**config.mk**
```make
export PLATFORM = sky130hd
export DESIGN_NAME = ring_queue_slot_controller
export DESIGN_NICKNAME = d
export VERILOG_FILES = /design/src/hdl/rqsc_pkg.sv /design/src/hdl/rqsc_csr.sv /design/src/hdl/rqsc_core.sv /design/src/hdl/ring_queue_slot_controller.sv
export SDC_FILE = /design/constraint.sdc
export NUM_CORES = 1
export LEC_CHECK = 0
export ABC_AREA = 1
export BUFFER_PORTS_ARGS = -buffer_cell sky130_fd_sc_hd__buf_2
export CAP_MARGIN = 20
export CORE_UTILIZATION = 55
export DETAILED_ROUTE_END_ITERATION = 7
export MAX_ROUTING_LAYER = met4
export PLACE_DENSITY = 0.76
export SLEW_MARGIN = 20
export SYNTH_ARGS = -nofsm -noshare
export SYNTH_HDL_FRONTEND = slang
export SYNTH_SLANG_ARGS = --single-unit
```
**constraint.sdc**
```tcl
create_clock -name clock -period 6.07 [get_ports clock]
set_clock_uncertainty 0.05 [all_clocks]
set_input_delay 0.3035 -clock clock [delete_from_list [all_inputs] [get_ports clock]]
set_output_delay 0.3035 -clock clock [all_outputs]
set_load 0.01 [all_outputs]
```
**src/hdl/rqsc_pkg.sv**
```systemverilog
// ----------------------------------------------------------------------------
// rqsc_pkg: shared types and helpers for the ring queue slot controller
// Slot count, field widths, operation and status codes, register indexes.
// ----------------------------------------------------------------------------
package rqsc_pkg;

   localparam int SLOTS     = 63;
   localparam int PTR_W     = $clog2(SLOTS);
   localparam int CNT_W     = $clog2(SLOTS + 1);
   localparam int LIMIT_W   = 10;
   localparam int TOTAL_W   = 32;
   localparam int CSR_IDX_W = 2;

   typedef enum logic [1:0] {
      KIND_PUT     = 2'd0,
      KIND_PEEK    = 2'd1,
      KIND_CONSUME = 2'd2,
      KIND_CLEAR   = 2'd3
   } kind_type;

   typedef enum logic [2:0] {
      ST_OK       = 3'd0,
      ST_DISABLED = 3'd1,
      ST_EMPTY    = 3'd2,
      ST_FULL     = 3'd3,
      ST_BAD      = 3'd4
   } status_type;

   localparam logic [CSR_IDX_W-1:0] CSR_RECORD_LIMIT = 2'd0;
   localparam logic [CSR_IDX_W-1:0] CSR_OVERWRITE    = 2'd1;

   typedef struct packed {
      logic [LIMIT_W-1:0] record_limit;
      logic               overwrite;
   } cfg_type;

   typedef struct packed {
      logic       valid;
      kind_type   kind;
      logic       tail_bad;
   } req_type;

   // Step a pointer by one, wrapping to zero at the capacity.
   function automatic logic [PTR_W-1:0] advance(input logic [PTR_W-1:0] p,
                                                input logic [CNT_W-1:0] cap);
      logic [CNT_W:0] n;
      n = {{(CNT_W+1-PTR_W){1'b0}}, p} + {{CNT_W{1'b0}}, 1'b1};
      if (n >= {1'b0, cap}) begin
         return '0;
      end
      return n[PTR_W-1:0];
   endfunction

endpackage

```
**src/hdl/rqsc_csr.sv**
```systemverilog
// ----------------------------------------------------------------------------
// rqsc_csr: configuration registers
// Holds the record limit and the full-buffer policy bit.
// ----------------------------------------------------------------------------
module rqsc_csr (
   input  logic                               clock,
   input  logic                               reset,
   input  logic                               csr_valid,
   output logic                               csr_ready,
   input  logic [rqsc_pkg::CSR_IDX_W-1:0]     csr_index,
   input  logic [rqsc_pkg::LIMIT_W-1:0]       csr_wdata,
   output rqsc_pkg::cfg_type                  cfg
);

   rqsc_pkg::cfg_type cfg_ff;
   rqsc_pkg::cfg_type cfg_in;

   assign csr_ready = 1'b1;
   assign cfg       = cfg_ff;

   always_comb begin
      cfg_in = cfg_ff;
      if (csr_valid) begin
         case (csr_index)
            rqsc_pkg::CSR_RECORD_LIMIT: cfg_in.record_limit = csr_wdata;
            rqsc_pkg::CSR_OVERWRITE:    cfg_in.overwrite    = csr_wdata[0];
            default: ;
         endcase
      end
   end

   always_ff @(posedge clock) begin
      if (reset) begin
         cfg_ff.record_limit <= rqsc_pkg::LIMIT_W'(rqsc_pkg::SLOTS);
         cfg_ff.overwrite    <= 1'b0;
      end else begin
         cfg_ff <= cfg_in;
      end
   end

endmodule

```
**src/hdl/rqsc_core.sv**
```systemverilog
// ----------------------------------------------------------------------------
// rqsc_core: ring pointer state and result register
// Applies one registered request to head, tail, count and put counter.
// ----------------------------------------------------------------------------
module rqsc_core (
   input  logic                               clock,
   input  logic                               reset,
   input  rqsc_pkg::cfg_type                  cfg,
   input  rqsc_pkg::req_type                  req,
   output logic                               rsp_valid,
   output logic [2:0]                         rsp_status,
   output logic [rqsc_pkg::PTR_W-1:0]         rsp_slot,
   output logic                               rsp_dropped,
   output logic [rqsc_pkg::CNT_W-1:0]         rsp_depth,
   output logic [rqsc_pkg::TOTAL_W-1:0]       rsp_write_total
);

   logic [rqsc_pkg::PTR_W-1:0]   head_ff, head_in;
   logic [rqsc_pkg::PTR_W-1:0]   tail_ff, tail_in;
   logic [rqsc_pkg::CNT_W-1:0]   count_ff, count_in;
   logic [rqsc_pkg::TOTAL_W-1:0] total_ff, total_in;

   logic                         valid_ff;
   rqsc_pkg::status_type         status_ff, status_in;
   logic [rqsc_pkg::PTR_W-1:0]   slot_ff, slot_in;
   logic                         dropped_ff, dropped_in;

   logic [rqsc_pkg::CNT_W-1:0]   cap;

   // Capacity is the smaller of the slot count and the configured limit.
   always_comb begin
      if (cfg.record_limit < rqsc_pkg::LIMIT_W'(rqsc_pkg::SLOTS)) begin
         cap = cfg.record_limit[rqsc_pkg::CNT_W-1:0];
      end else begin
         cap = rqsc_pkg::CNT_W'(rqsc_pkg::SLOTS);
      end
   end

   always_comb begin
      head_in    = head_ff;
      tail_in    = tail_ff;
      count_in   = count_ff;
      total_in   = total_ff;
      status_in  = rqsc_pkg::ST_OK;
      slot_in    = '0;
      dropped_in = 1'b0;

      if (req.kind == rqsc_pkg::KIND_CLEAR) begin
         head_in  = '0;
         tail_in  = '0;
         count_in = '0;
         total_in = '0;
      end else if (cap == '0) begin
         status_in = rqsc_pkg::ST_DISABLED;
      end else begin
         // Pull state back inside a lowered limit.
         if (head_ff >= cap) head_in = '0;
         if (tail_ff >= cap) tail_in = '0;
         if (count_ff > cap) count_in = cap;

         case (req.kind)
            rqsc_pkg::KIND_PUT: begin
               if (count_in >= cap && !cfg.overwrite) begin
                  status_in = rqsc_pkg::ST_FULL;
               end else begin
                  if (count_in >= cap) begin
                     // Drop the oldest entry to make room.
                     tail_in    = rqsc_pkg::advance(tail_in, cap);
                     count_in   = count_in - rqsc_pkg::CNT_W'(1);
                     dropped_in = 1'b1;
                  end
                  slot_in  = head_in;
                  head_in  = rqsc_pkg::advance(head_in, cap);
                  count_in = count_in + rqsc_pkg::CNT_W'(1);
                  total_in = total_ff + rqsc_pkg::TOTAL_W'(1);
               end
            end
            rqsc_pkg::KIND_PEEK: begin
               if (count_in == '0) begin
                  status_in = rqsc_pkg::ST_EMPTY;
               end else begin
                  slot_in = tail_in;
                  if (req.tail_bad) begin
                     status_in  = rqsc_pkg::ST_BAD;
                     tail_in    = rqsc_pkg::advance(tail_in, cap);
                     count_in   = count_in - rqsc_pkg::CNT_W'(1);
                     dropped_in = 1'b1;
                  end
               end
            end
            rqsc_pkg::KIND_CONSUME: begin
               if (count_in == '0) begin
                  status_in = rqsc_pkg::ST_EMPTY;
               end else begin
                  tail_in  = rqsc_pkg::advance(tail_in, cap);
                  count_in = count_in - rqsc_pkg::CNT_W'(1);
               end
            end
            default: ;
         endcase
      end
   end

   always_ff @(posedge clock) begin
      if (reset) begin
         head_ff  <= '0;
         tail_ff  <= '0;
         count_ff <= '0;
         total_ff <= '0;
         valid_ff <= 1'b0;
      end else begin
         valid_ff <= req.valid;
         if (req.valid) begin
            head_ff  <= head_in;
            tail_ff  <= tail_in;
            count_ff <= count_in;
            total_ff <= total_in;
         end
      end
   end

   // Result payload, loaded with each request.
   always_ff @(posedge clock) begin
      if (req.valid) begin
         status_ff  <= status_in;
         slot_ff    <= slot_in;
         dropped_ff <= dropped_in;
      end
   end

   assign rsp_valid       = valid_ff;
   assign rsp_status      = status_ff;
   assign rsp_slot        = slot_ff;
   assign rsp_dropped     = dropped_ff;
   assign rsp_depth       = count_ff;
   assign rsp_write_total = total_ff;

endmodule

```
**src/hdl/ring_queue_slot_controller.sv**
```systemverilog
// ----------------------------------------------------------------------------
// ring_queue_slot_controller: head/tail/count keeper for an external ring
// Path: a request taken into the request register is answered from the result register.
// Throughput: one request per cycle, busy is low whenever reset is low.
// Rate is set by the single pass from the request register to the result
// register through the pointer update logic.
// Reset: synchronous, clears pointers, count, put counter and the pipeline;
// limit returns to 63, overwrite bit to 0. The receiver cannot stall.
// ----------------------------------------------------------------------------
module ring_queue_slot_controller (
   input  logic                               clock,
   input  logic                               reset,
   input  logic                               start,
   output logic                               busy,
   input  logic [1:0]                         req_kind,
   input  logic                               req_tail_bad,
   output logic                               rsp_valid,
   output logic [2:0]                         rsp_status,
   output logic [rqsc_pkg::PTR_W-1:0]         rsp_slot,
   output logic                               rsp_dropped,
   output logic [rqsc_pkg::CNT_W-1:0]         rsp_depth,
   output logic [rqsc_pkg::TOTAL_W-1:0]       rsp_write_total,
   input  logic                               csr_valid,
   output logic                               csr_ready,
   input  logic [rqsc_pkg::CSR_IDX_W-1:0]     csr_index,
   input  logic [rqsc_pkg::LIMIT_W-1:0]       csr_wdata
);

   rqsc_pkg::cfg_type cfg;
   rqsc_pkg::req_type req_ff;
   rqsc_pkg::req_type req_in;

   assign busy = reset;

   always_comb begin
      req_in.valid    = start && !busy;
      req_in.kind     = rqsc_pkg::kind_type'(req_kind);
      req_in.tail_bad = req_tail_bad;
   end

   // Request register in front of the update logic.
   always_ff @(posedge clock) begin
      if (reset) begin
         req_ff.valid <= 1'b0;
      end else begin
         req_ff.valid <= req_in.valid;
      end
      req_ff.kind     <= req_in.kind;
      req_ff.tail_bad <= req_in.tail_bad;
   end

   rqsc_csr u_csr (
      .clock     (clock),
      .reset     (reset),
      .csr_valid (csr_valid),
      .csr_ready (csr_ready),
      .csr_index (csr_index),
      .csr_wdata (csr_wdata),
      .cfg       (cfg)
   );

   rqsc_core u_core (
      .clock           (clock),
      .reset           (reset),
      .cfg             (cfg),
      .req             (req_ff),
      .rsp_valid       (rsp_valid),
      .rsp_status      (rsp_status),
      .rsp_slot        (rsp_slot),
      .rsp_dropped     (rsp_dropped),
      .rsp_depth       (rsp_depth),
      .rsp_write_total (rsp_write_total)
   );

   // Every accepted request is answered once it has passed the request and result registers.
   a_rsp_follows_req: assert property (@(posedge clock) disable iff (reset)
      (start && !busy) |=> ##1 rsp_valid)
      else $error("request not answered");

   // A discard only comes with a successful put or a bad-record peek.
   a_drop_status: assert property (@(posedge clock) disable iff (reset)
      (rsp_valid && rsp_dropped) |->
         (rsp_status == rqsc_pkg::ST_OK || rsp_status == rqsc_pkg::ST_BAD))
      else $error("drop flagged on a failed request");

   // A rejected put reports slot zero and no drop, and leaves the put counter alone.
   a_full_reject: assert property (@(posedge clock) disable iff (reset)
      (rsp_valid && rsp_status == rqsc_pkg::ST_FULL) |->
         (rsp_slot == '0 && !rsp_dropped && $stable(rsp_write_total)))
      else $error("rejected put changed state");

   // The held count never exceeds the slot count.
   a_depth_bound: assert property (@(posedge clock) disable iff (reset)
      rsp_valid |-> (rsp_depth <= rqsc_pkg::CNT_W'(rqsc_pkg::SLOTS)))
      else $error("depth beyond slot count");

endmodule
```
**Word level (Yosys, flattened, before mapping)**

Index checks and enable logic that the tools add are counted.

- Add/subtract/negate cells: 5
- $mul: 0
- Div/mod/pow operators: 0
- $lt $le $gt $ge: 7
- Equality and inequality tests: 6
- Shift-type cells: 0
- Mux-type cells: 78
- Bitwise operators: 0
- Reductions and logical operators: 14

Operators with widths:

| kind | number |
|---|---|
| $mux 6 | 40 |
| $mux 32 | 4 |
| $pmux 6 s3 | 2 |
| $add 32x1->32 const B | 1 |
| $mux 1 | 25 |
| $ge 6x6->1 | 3 |
| $add 6x1->7 const B | 2 |
| $ge 7x6->1 | 2 |
| $logic_not 6->1 | 2 |
| $pmux 6 s2 | 1 |
| $lt 10x6->1 const B | 1 |
| $pmux 3 s3 | 1 |
| $add 6x1->6 const B | 1 |
| $gt 6x6->1 | 1 |
| $mux 3 | 2 |
| $reduce_and 2->1 | 3 |
| $sub 6x1->6 const B | 1 |
| $eq 2x1->1 const B | 2 |
| $eq 2x2->1 const B | 2 |
| $logic_not 2->1 | 2 |
| $mux 2 | 2 |
| $ne 2x1->1 const B | 2 |
| $reduce_and 4->1 | 1 |
| $logic_and 1x1->1 | 2 |
| other kinds (4) | 5 |

- Flip-flop bits (word level): 76
- Latch bits: 0
- RAM bits: 0
- Bits in read-only memories: 0
- Output and inout port bits: 51
- Memories kept: 0

**Logic depth before layout (Yosys ltp)**

Gate-level depths: netlist of the first run.

- Depth after elaboration: 20
- Depth in mapped cells: 35
- Gate-level depth less buffers: 33

**Hierarchy**

Synthesis of the first run repeated with hierarchy kept, for this count alone.

- Cells, all modules: 851
- Area total of the unflattened synthesis: 5557.8 um^2

By module, submodules not included:

| module | instances | cells each | area an instance (um^2) | sequential area each (um^2) |
|---|---|---|---|---|
| rqsc_core | 1 | 779 | 4982.3 | 1321.3 |
| rqsc_csr | 1 | 65 | 478.0 | 220.2 |
| ring_queue_slot_controller | 1 | 7 | 97.6 | 80.1 |

**Least setup slack after synthesis of the first run**

Ideal clock, no wire load.

- Path type: register to register
- Start point: register u_csr.cfg_ff, in the netlist u_csr.cfg[10]
- End point: register u_core.count_ff, in the netlist u_core.rsp_depth[4]
- Data arrival time: 4.189 ns
- Data required time: 5.950 ns
- Setup slack: 1.760 ns
- Stages on the path, launching flop included: 36
- Path buffers: 2
- Period minus slack after synthesis: 4.310 ns
- Path through: dfxtp_1 -> inv_2 -> nand2_4 -> nor2_8 -> nand2_1 -> nor2_1 -> ha_1 -> nand2_2 -> nor2_4 -> nand3_1 -> nand3_2 -> nand2_2 -> buf_6 -> nand2_1 -> nand2_1 -> inv_1 -> ha_1 -> a21boi_0 -> o21a_1 -> o21ai_0 -> nand2_1 -> nand2_1 -> nand2_2 -> nand2_4 -> nand2_4 -> buf_2 -> nand2_1 -> nand2_1 -> ha_1 -> nand2_1 -> nor2_1 -> nand2_1 -> nand2_1 -> o21ai_1 -> nand2_1 -> a21oi_1

- Cells in the longest elaborated chain, start to end: 17
- Elaborated cells between the ends (all ways): 26
- Those cells by class: 2 x add/sub; 3 x order compare; 1 x eq/ne; 16 x mux; 4 x reduce/logical

RTL lines:

| item | RTL line | RTL |
|---|---|---|
| start: declaration | rqsc_csr.sv:15 | `rqsc_pkg::cfg_type cfg_ff;` |
| start signal: assignment | rqsc_csr.sv:37 | `cfg_ff <= cfg_in;` |
| $lt 10x6->1 * | rqsc_core.sv:32 | `if (cfg.record_limit < rqsc_pkg::LIMIT_W'(rqsc_pkg::SLOTS)) begin` |
| $mux 6 * | rqsc_core.sv:32 |  |
| $gt 6x6->1 | rqsc_core.sv:59 | `if (count_ff > cap) count_in = cap;` |
| $mux 6 | rqsc_core.sv:59 |  |
| $mux 6 | rqsc_core.sv:53 | `end else if (cap == '0) begin` |
| $mux 6 | rqsc_core.sv:48 | `if (req.kind == rqsc_pkg::KIND_CLEAR) begin` |
| $sub 6x1->6 or $ge 6x6->1 (tied branches) | - |  |
| $mux 6 | rqsc_core.sv:66 | `if (count_in >= cap) begin` |
| $mux 6 | rqsc_core.sv:63 | `if (count_in >= cap && !cfg.overwrite) begin` |
| $mux 6 | rqsc_core.sv:61 | `case (req.kind)` |
| $mux 6 | rqsc_core.sv:53 |  |
| $mux 6 | rqsc_core.sv:48 |  |
| $add 6x1->6 | rqsc_core.sv:74 | `count_in = count_in + rqsc_pkg::CNT_W'(1);` |
| $mux 6 | rqsc_core.sv:63 |  |
| $pmux 6 s3 | rqsc_core.sv:61 |  |
| $mux 6 | rqsc_core.sv:53 |  |
| $mux 6 | rqsc_core.sv:48 |  |
| end signal: assignment | rqsc_core.sv:116 | `count_ff <= count_in;` |
| end: declaration | rqsc_core.sv:20 | `logic [rqsc_pkg::CNT_W-1:0] count_ff, count_in;` |

Every way passes the cells marked *; elsewhere a longest branch is shown, timed or not. The select of a mux whose other input is x is not followed.
A chain may end at the register's enable or synchronous reset.

**Worst setup path after layout of the first run**

- Start point: register u_csr.cfg_ff, in the netlist u_csr.cfg[2]
- End point: register u_core.count_ff, in the netlist u_core.rsp_depth[4]

- Cells in the longest elaborated chain, start to end: 17
- Elaborated cells between the ends (all ways): 26
- Those cells by class: 2 x add/sub; 3 x order compare; 1 x eq/ne; 16 x mux; 4 x reduce/logical

RTL lines:

| item | RTL line |
|---|---|
| $lt 10x6->1 | rqsc_core.sv:32 |
| $mux 6 * | rqsc_core.sv:32 |
| $gt 6x6->1 | rqsc_core.sv:59 |
| $mux 6 | rqsc_core.sv:59 |
| $mux 6 | rqsc_core.sv:53 |
| $mux 6 | rqsc_core.sv:48 |
| $sub 6x1->6 or $ge 6x6->1 (tied branches) | - |
| $mux 6 | rqsc_core.sv:66 |
| $mux 6 | rqsc_core.sv:63 |
| $mux 6 | rqsc_core.sv:61 |
| $mux 6 | rqsc_core.sv:53 |
| $mux 6 | rqsc_core.sv:48 |
| $add 6x1->6 | rqsc_core.sv:74 |
| $mux 6 | rqsc_core.sv:63 |
| $pmux 6 s3 | rqsc_core.sv:61 |
| $mux 6 | rqsc_core.sv:53 |
| $mux 6 | rqsc_core.sv:48 |

Marked as above.

==> flow_summary.rst, run 1 <==
.. list-table::
   :header-rows: 1

   * - Metric
     - Value
   * - Worst min-delay path class
     - in -> reg
   * - # resized after CTS
     - 0
   * - Result of the run
     - complete, no violations
   * - Post-CTS Repair Setup Buffers
     - 0
   * - WL/cell
     - roughly 15 um
   * - Crit path buffers/inverters
     - 3
   * - Number of cells produced by synthesis
     - between 800 and 900
   * - GRT Residual Overflow
     - 0
   * - Height of the die
     - 101.1 um
   * - Share of final-layout standard cells stronger than drive strength 1
     - 15.68%
   * - Fraction of registers with async set/reset
     - 0%
   * - Final routed DRC violation total
     - 0
   * - Busiest layer in global routing
     - met2
   * - Floorplan Core Area
     - 9371 um^2
   * - Clock Pin Slew Worst Setup and Hold Paths
     - approximately 0.090 ns
   * - Number of synthesized register bits
     - 76
   * - Total number of H-tree levels
     - 3
   * - Clock latency reported for the late side of the worst-skew pair
     - between 0.3 and 0.4 ns
   * - Number of max-cap violations
     - 0
   * - Syn nets
     - approximately 850
   * - DR vias/cell
     - 5.587
   * - Global-route usage over all layers
     - 32.07%
   * - Post-detailed-placement cell area
     - 5833 um^2
   * - Nets
     - 920
   * - Die area
     - 10230 um^2
   * - Most frequent cell on the critical path
     - nand2_1
   * - Final worst-path cycle share
     - 80.12%
   * - Sequential share of the synthesized area
     - 30.01%
   * - Wire length of the first global-routing pass
     - 24.80 mm
   * - Setup Viol. Count Final
     - 0
   * - Final-layout setup total negative slack
     - 0 ns
   * - Largest area contributor in the synthesized netlist
     - dfxtp_1
   * - Minimum period implied by the final worst setup slack
     - 4.863 ns
   * - Relative slew slack
     - 42.36%
   * - Endpoints failing hold
     - 0
   * - Element type at the critical path end
     - flip-flop
   * - Aggregate routed wire length
     - 15.12 mm
   * - Delay contributed by the slowest stage of the critical path
     - 0.43 ns
   * - # clock sinks
     - 76
   * - Standard-cell row count
     - 35
   * - Transition time of the tightest slew-check pin
     - 0.8556 ns
   * - Maximum number of pins on one net before global-route repair
     - 29
   * - Routing usage on met3
     - 5.340%
   * - Count of hold-fix buffers inserted at cts
     - 3
   * - Setup repair after global routing missed its margin
     - false
   * - Io pins
     - 70
   * - Met2 global-route usage
     - 51.44%
   * - Achievable clock frequency
     - slightly above 200 MHz
   * - Initial antenna violation count
     - 0
   * - Most used DFF post-synth
     - dfxtp_1
   * - Count of routing violations after the opening detailed-route iteration
     - 455
   * - Number of buffers added by the clock tree synthesis step
     - 9
   * - Die W
     - 101.1 um
   * - Total number of vias
     - 5604
   * - Data arrival time of the worst path
     - 5.11 ns
   * - Top cells by area in the synthesized netlist
     - dfxtp_1 (24%), nand2_1 (14%), inv_1 (7.6%)
   * - Critical Path RT
     - 6.31 ns
   * - Fraction of met1 tracks used by global routing
     - 40.09%
   * - Worst-path maximum fanout
     - 14
   * - Commonest cells in the netlist
     - nand2_1 (208), inv_1 (110), a21oi_1 (69)
   * - Yosys top cell area share
     - 24.45%
   * - Startpoint type of the worst setup path
     - flip-flop
   * - Yosys warnings
     - 0
   * - Count of distinct cell types in the synthesized netlist
     - 49
   * - Antenna diode count
     - 0
   * - Core Util, Final
     - 65.15%
   * - Starting Density
     - 57.66%
   * - Clock tree from TritonCTS
     - done
   * - Clock root cell
     - clkbuf_8
   * - Number of filler cells placed in the layout
     - 921
   * - Design area
     - 6106 um^2
   * - PwrDens
     - 182.6 nW/um^2
   * - Family of cells with the greatest summed delay on the critical path
     - simple AND/OR/NAND/NOR gates
   * - Netlist Area Pre-Place
     - between 5000 and 6000 um^2
   * - Total iterations of the first detailed-routing run
     - 6
   * - Post-route antenna net violation count
     - 0
   * - Per-instance average area after synthesis
     - 6.738 um^2
   * - Number of enable-type register cells in the synthesized netlist
     - 10
   * - Final estimated routing congestion in global placement
     - between 1 and 1.5
   * - Type of the setup path with the least slack
     - reg -> reg
   * - Most numerous cell in the Yosys netlist
     - nand2_1
   * - Maximum number of buffers from clock root to sink
     - 2
   * - Worst IR drop on VDD
     - 0.0001381 V
   * - Count of input and output buffers
     - 68
   * - Via count of the first global-routing pass
     - between 5000 and 6000
   * - Slowest CP cell
     - inv_1
   * - Slew Limit Fails
     - 0
   * - Leakage power
     - 2.843 nW
   * - Growth of design area from synthesis to finish
     - 12.99%
   * - Hpwl dp
     - 11.50 mm
==> cells in the final DEF, fill, tap and decap left out, types with 18 or more instances in the layout <==
master	Yosys	final
nand3_1	54	54
buf_2	4	68
dfxtp_1	66	66
ha_1	32	32
nand2_1	208	208
nor2_1	51	51
inv_1	110	110
nor3_1	18	18
nand4_1	18	18
a21oi_1	69	69
o21ai_0	37	37
==> state kept, by name, summed over array words and instances, names as in the netlist <==
register	count
u_core.rsp_depth	6
u_core.head_ff	6
u_core.rsp_slot	6
u_core.tail_ff	6
u_core.rsp_valid	1
u_csr.cfg	11
u_core.rsp_status	3
req_ff	4
u_core.rsp_dropped	1
u_core.rsp_write_total	32
==> where the power goes <==
group	switching [W]	leakage (nW)	internal, W
registers	0.00000800	0.632	0.000518
logic	0.0000801	2.09	0.0000354
clock network	0.000213	0.123	0.000260
==> metrics by stage <==
stage / instances / total power (W) / worst slack (ns) / hold slack [ns]
2_1_floorplan: 802 / 0.0006173 / 1.760 / 0.2812
3_3_place_gp: 984 / 0.0006478 / 1.496 / 0.3562
3_5_place_dp: 984 / 0.0006503 / 1.316 / 0.3595
4_1_cts: 1003 / 0.001118 / 1.281 / 0.09028
5_1_grt: 1003 / 0.001153 / 0.6762 / 0.09380
6_report: 1003 / 0.001115 / 1.207 / 0.09508
==> final cells by class <==
class / instances / area, um^2 / share of cell area, %
multi-input cells: 590 / 3244 / 53.14
inverters: 118 / 442.9 / 7.254
clock inverters: 6 / 93.84 / 1.537
flip-flops and latches: 76 / 1622 / 26.56
repair buffers: 74 / 392.9 / 6.434
well taps: 129 / 161.4 / 2.643
clock buffers: 10 / 148.9 / 2.439
==> final timing paths <==
kind	cells after the start	end	slack, ns	start
worst max-delay path	30	u_core.rsp_depth[4]	1.21	u_csr.cfg[2]
worst min-delay path	3	u_csr.cfg[2]	0.1	csr_wdata[1]
worst max register to register	30	u_core.rsp_depth[4]	1.21	u_csr.cfg[2]
worst min register to register	1	u_core.rsp_write_total[31]	0.41	u_core.rsp_write_total[31]
==> worst min-delay path, delay by kind of cell <==
family                 cells  cell delay [ns]
and+or+nand+nor            2             0.09
buffers and inverters      1             0.07
==> metal layers <==
layer	wire length [um]	part of all wire, %	up-vias
met4	553	3.7	0
met2	6886	46	212
met5	0	0	-
met1	6682	44	2564
li1	-	-	2783
met3	1002	6.6	45
==> kinds of logic (layout without fill, tap and decap cells) <==
logic type	Yosys count	in the layout	synth area share, %
xor gates and xnor gates	9	9	1.459
and+or+nand+nor	402	402	35.77
other	1	1	0.06939
buffers and inverters	136	208	9.956
AOI/OAI and AO/OA	145	145	15.14
DFF	76	76	30.01
adders and majority gates	33	33	7.594
No activity file was read; power rests on OpenSTA's default activity.
==> run 2, diff against run 1 <==
==> constraint.sdc (replaced) <==
create_clock -name clock -period 4.84 [get_ports clock]
set_clock_uncertainty 0.05 [all_clocks]
set_input_delay 0.242 -clock clock [delete_from_list [all_inputs] [get_ports clock]]
set_output_delay 0.242 -clock clock [all_outputs]
set_load 0.01 [all_outputs]
==> flow_summary.rst, run 2 (same netlist as run 1, synthesis figures left out) <==
.. list-table::
   :header-rows: 1

   * - Metric
     - Value
   * - Startpoint type of the worst setup path
     - flip-flop
   * - Post-route antenna net violation count
     - 0
   * - Flip-flop count of the largest register, all copies and words added
     - 32
   * - Clk network pwr share
     - 37.2%
   * - Standard-cell row count
     - 35
   * - Io pins
     - 70
   * - Number of buffers added by the clock tree synthesis step
     - 9
   * - Delay contributed by the slowest stage of the critical path
     - 0.30 ns
   * - Final worst-path cycle share
     - 92.34%
   * - Endpoints failing hold
     - 0
   * - Starting Density
     - 57.66%
   * - Critical Path RT
     - a little over 5 ns
   * - Die W
     - about 100 um
   * - GRT Residual Overflow
     - 0
   * - Family of cells with the greatest summed delay on the critical path
     - simple AND/OR/NAND/NOR gates
   * - Final routed DRC violation total
     - 0
   * - Overall power
     - 0.001293 W
   * - Maximum number of pins on one net before global-route repair
     - 29
   * - Height of the die
     - 101.1 um
   * - Growth of design area from synthesis to finish
     - 14.15%
   * - Total iterations of the first detailed-routing run
     - 7
   * - Transition time of the tightest slew-check pin
     - between 0.8 and 0.9 ns
   * - Post-detailed-placement cell area
     - 5863 um^2
   * - Crit path buffers/inverters
     - 5
   * - Slowest CP cell
     - dfxtp_1
   * - Design area
     - 6168 um^2
   * - Clock tree from TritonCTS
     - done
   * - Minimum period implied by the final worst setup slack
     - around 4.5 ns
   * - Portion of total power attributed to sequential cells
     - 51.1%
   * - Data arrival time of the worst path
     - 4.71 ns
   * - Net Switching
     - 0.0003608 W
   * - Final-layout setup total negative slack
     - 0 ns
   * - Worst-path maximum fanout
     - 6
   * - Share of final-layout standard cells stronger than drive strength 1
     - between 10% and 20%
   * - Achievable clock frequency
     - between 200 and 250 MHz
   * - Hpwl dp
     - roughly 12 mm
   * - Aggregate routed wire length
     - 15.09 mm
   * - Maximum number of buffers from clock root to sink
     - 2
   * - Setup Viol. Count Final
     - 0
   * - Die area
     - around 10000 um^2
   * - Type of the setup path with the least slack
     - reg -> reg
   * - Final estimated routing congestion in global placement
     - 1.012
   * - # clock sinks
     - 76
   * - Combinational share of power
     - 11.7%
   * - DR vias/cell
     - 5.579
   * - Worst min-delay path class
     - in -> reg
   * - Clock root cell
     - clkbuf_8
   * - Count of routing violations after the opening detailed-route iteration
     - 346
   * - Worst IR drop on VDD
     - between 0.0001 and 0.00015 V
   * - Total number of H-tree levels
     - 3
   * - PwrDens
     - 209.6 nW/um^2
   * - Wire length of the first global-routing pass
     - 24.52 mm
   * - Clock Pin Slew Worst Setup and Hold Paths
     - 0.08 ns
   * - Total number of vias
     - 5640
   * - Relative slew slack
     - 45.16%
   * - Leading cell type in the layout, fill and taps excluded
     - nand2_1
   * - Clock latency reported for the late side of the worst-skew pair
     - 0.36 ns
   * - Antenna diode count
     - 0
   * - Initial antenna violation count
     - 0
   * - Global-route usage over all layers
     - 31.83%
   * - Number of max-cap violations
     - 0
   * - Via count of the first global-routing pass
     - 5085
   * - Switching power as a share of total power
     - 27.90%
   * - Internal power
     - a little over 0.0009 W
   * - Element type at the critical path end
     - flip-flop
   * - Most frequent cells in the layout
     - nand2_1 (206), inv_1 (108), a21oi_1 (69)
   * - Nets
     - 929
   * - Floorplan Core Area
     - 9371 um^2
   * - Leakage power
     - 2.865 nW
   * - Most frequent cell on the critical path
     - nand2_1
   * - Count of input and output buffers
     - 68
   * - Slew Limit Fails
     - 0
   * - Result of the run
     - complete, no violations
   * - WL/cell
     - 14.93 um
[run 2: changes by cell type in the layout (fill, tap and decap cells not counted), sizes merged]
cell and change:
clkinv +1, bufinv -1, inv -1, buf +9
[run 2: area by class of cell]
cell class | count | area (um^2)
clock buffers | 10 | 127.6
clock inverters | 5 | 53.80
flip-flops and latches | 76 | 1623
well taps | 129 | 161.4
multi-input cells | 590 | 3299
fillers | 921 | 3203
inverters | 118 | 442.9
repair buffers | 83 | 460.4
[run 2: tightest hold or removal path, stage by stage]
cell and delay (ns):
buf_2 0.08, inv_1 0.03, nor2_1 0.06
[run 2: worst paths after layout]
kind | endpoint | startpoint | depth (start not counted) | slack, ns
worst max-delay path | u_core.tail_ff[2] | u_csr.cfg[8] | 28 | 0.37
worst min-delay path | req_ff[3] | start | 3 | 0.04
worst max register to register | u_core.tail_ff[2] | u_csr.cfg[8] | 28 | 0.37
worst min register to register | u_core.rsp_write_total[31] | u_core.rsp_write_total[31] | 1 | 0.42
[run 2: routing by layer]
| layer | GRT usage [%] | up-vias | wire [um] |
|---|---|---|---|
| li1 | - | 2806 | - |
| met2 | 49.29 | 214 | 7006 |
| met5 | - | - | 0 |
| met1 | 41.61 | 2589 | 6844 |
| met4 | 12.26 | 0 | 353 |
| met3 | 5.132 | 31 | 886 |
[run 2: through the flow]
step | cells | setup slack, ns | hold slack [ns] | utilization, %
after CTS | 1006 | 0.1196 | 0.02871 | 64.82
final | 1011 | 0.3708 | 0.03655 | 65.82
after global placement | 988 | 0.3090 | 0.2958 | 62.56
after detailed placement | 988 | 0.1364 | 0.3001 | 62.56
after floorplan | 802 | 0.5301 | 0.2197 | -
after global routing | 1011 | -0.01797 | 0.05149 | 65.82
[run 2: timing repair]
action,CTS,global route
hold buffers,3,0
setup buffers,0,5
endpoints found under the hold margin,3,0
gates resized for setup,0,16
setup endpoints to repair,0,52
[run 2: power by group through the flow]
stage / Clock, W / Sequential (W) / Combinational, W
2_1_floorplan: 0 / 0.000675 / 0.0000996
3_3_place_gp: 0 / 0.000675 / 0.000140
3_5_place_dp: 0 / 0.000675 / 0.000143
4_1_cts: 0.000486 / 0.000660 / 0.000145
5_1_grt: 0.000506 / 0.000662 / 0.000166
6_report: 0.000481 / 0.000661 / 0.000151
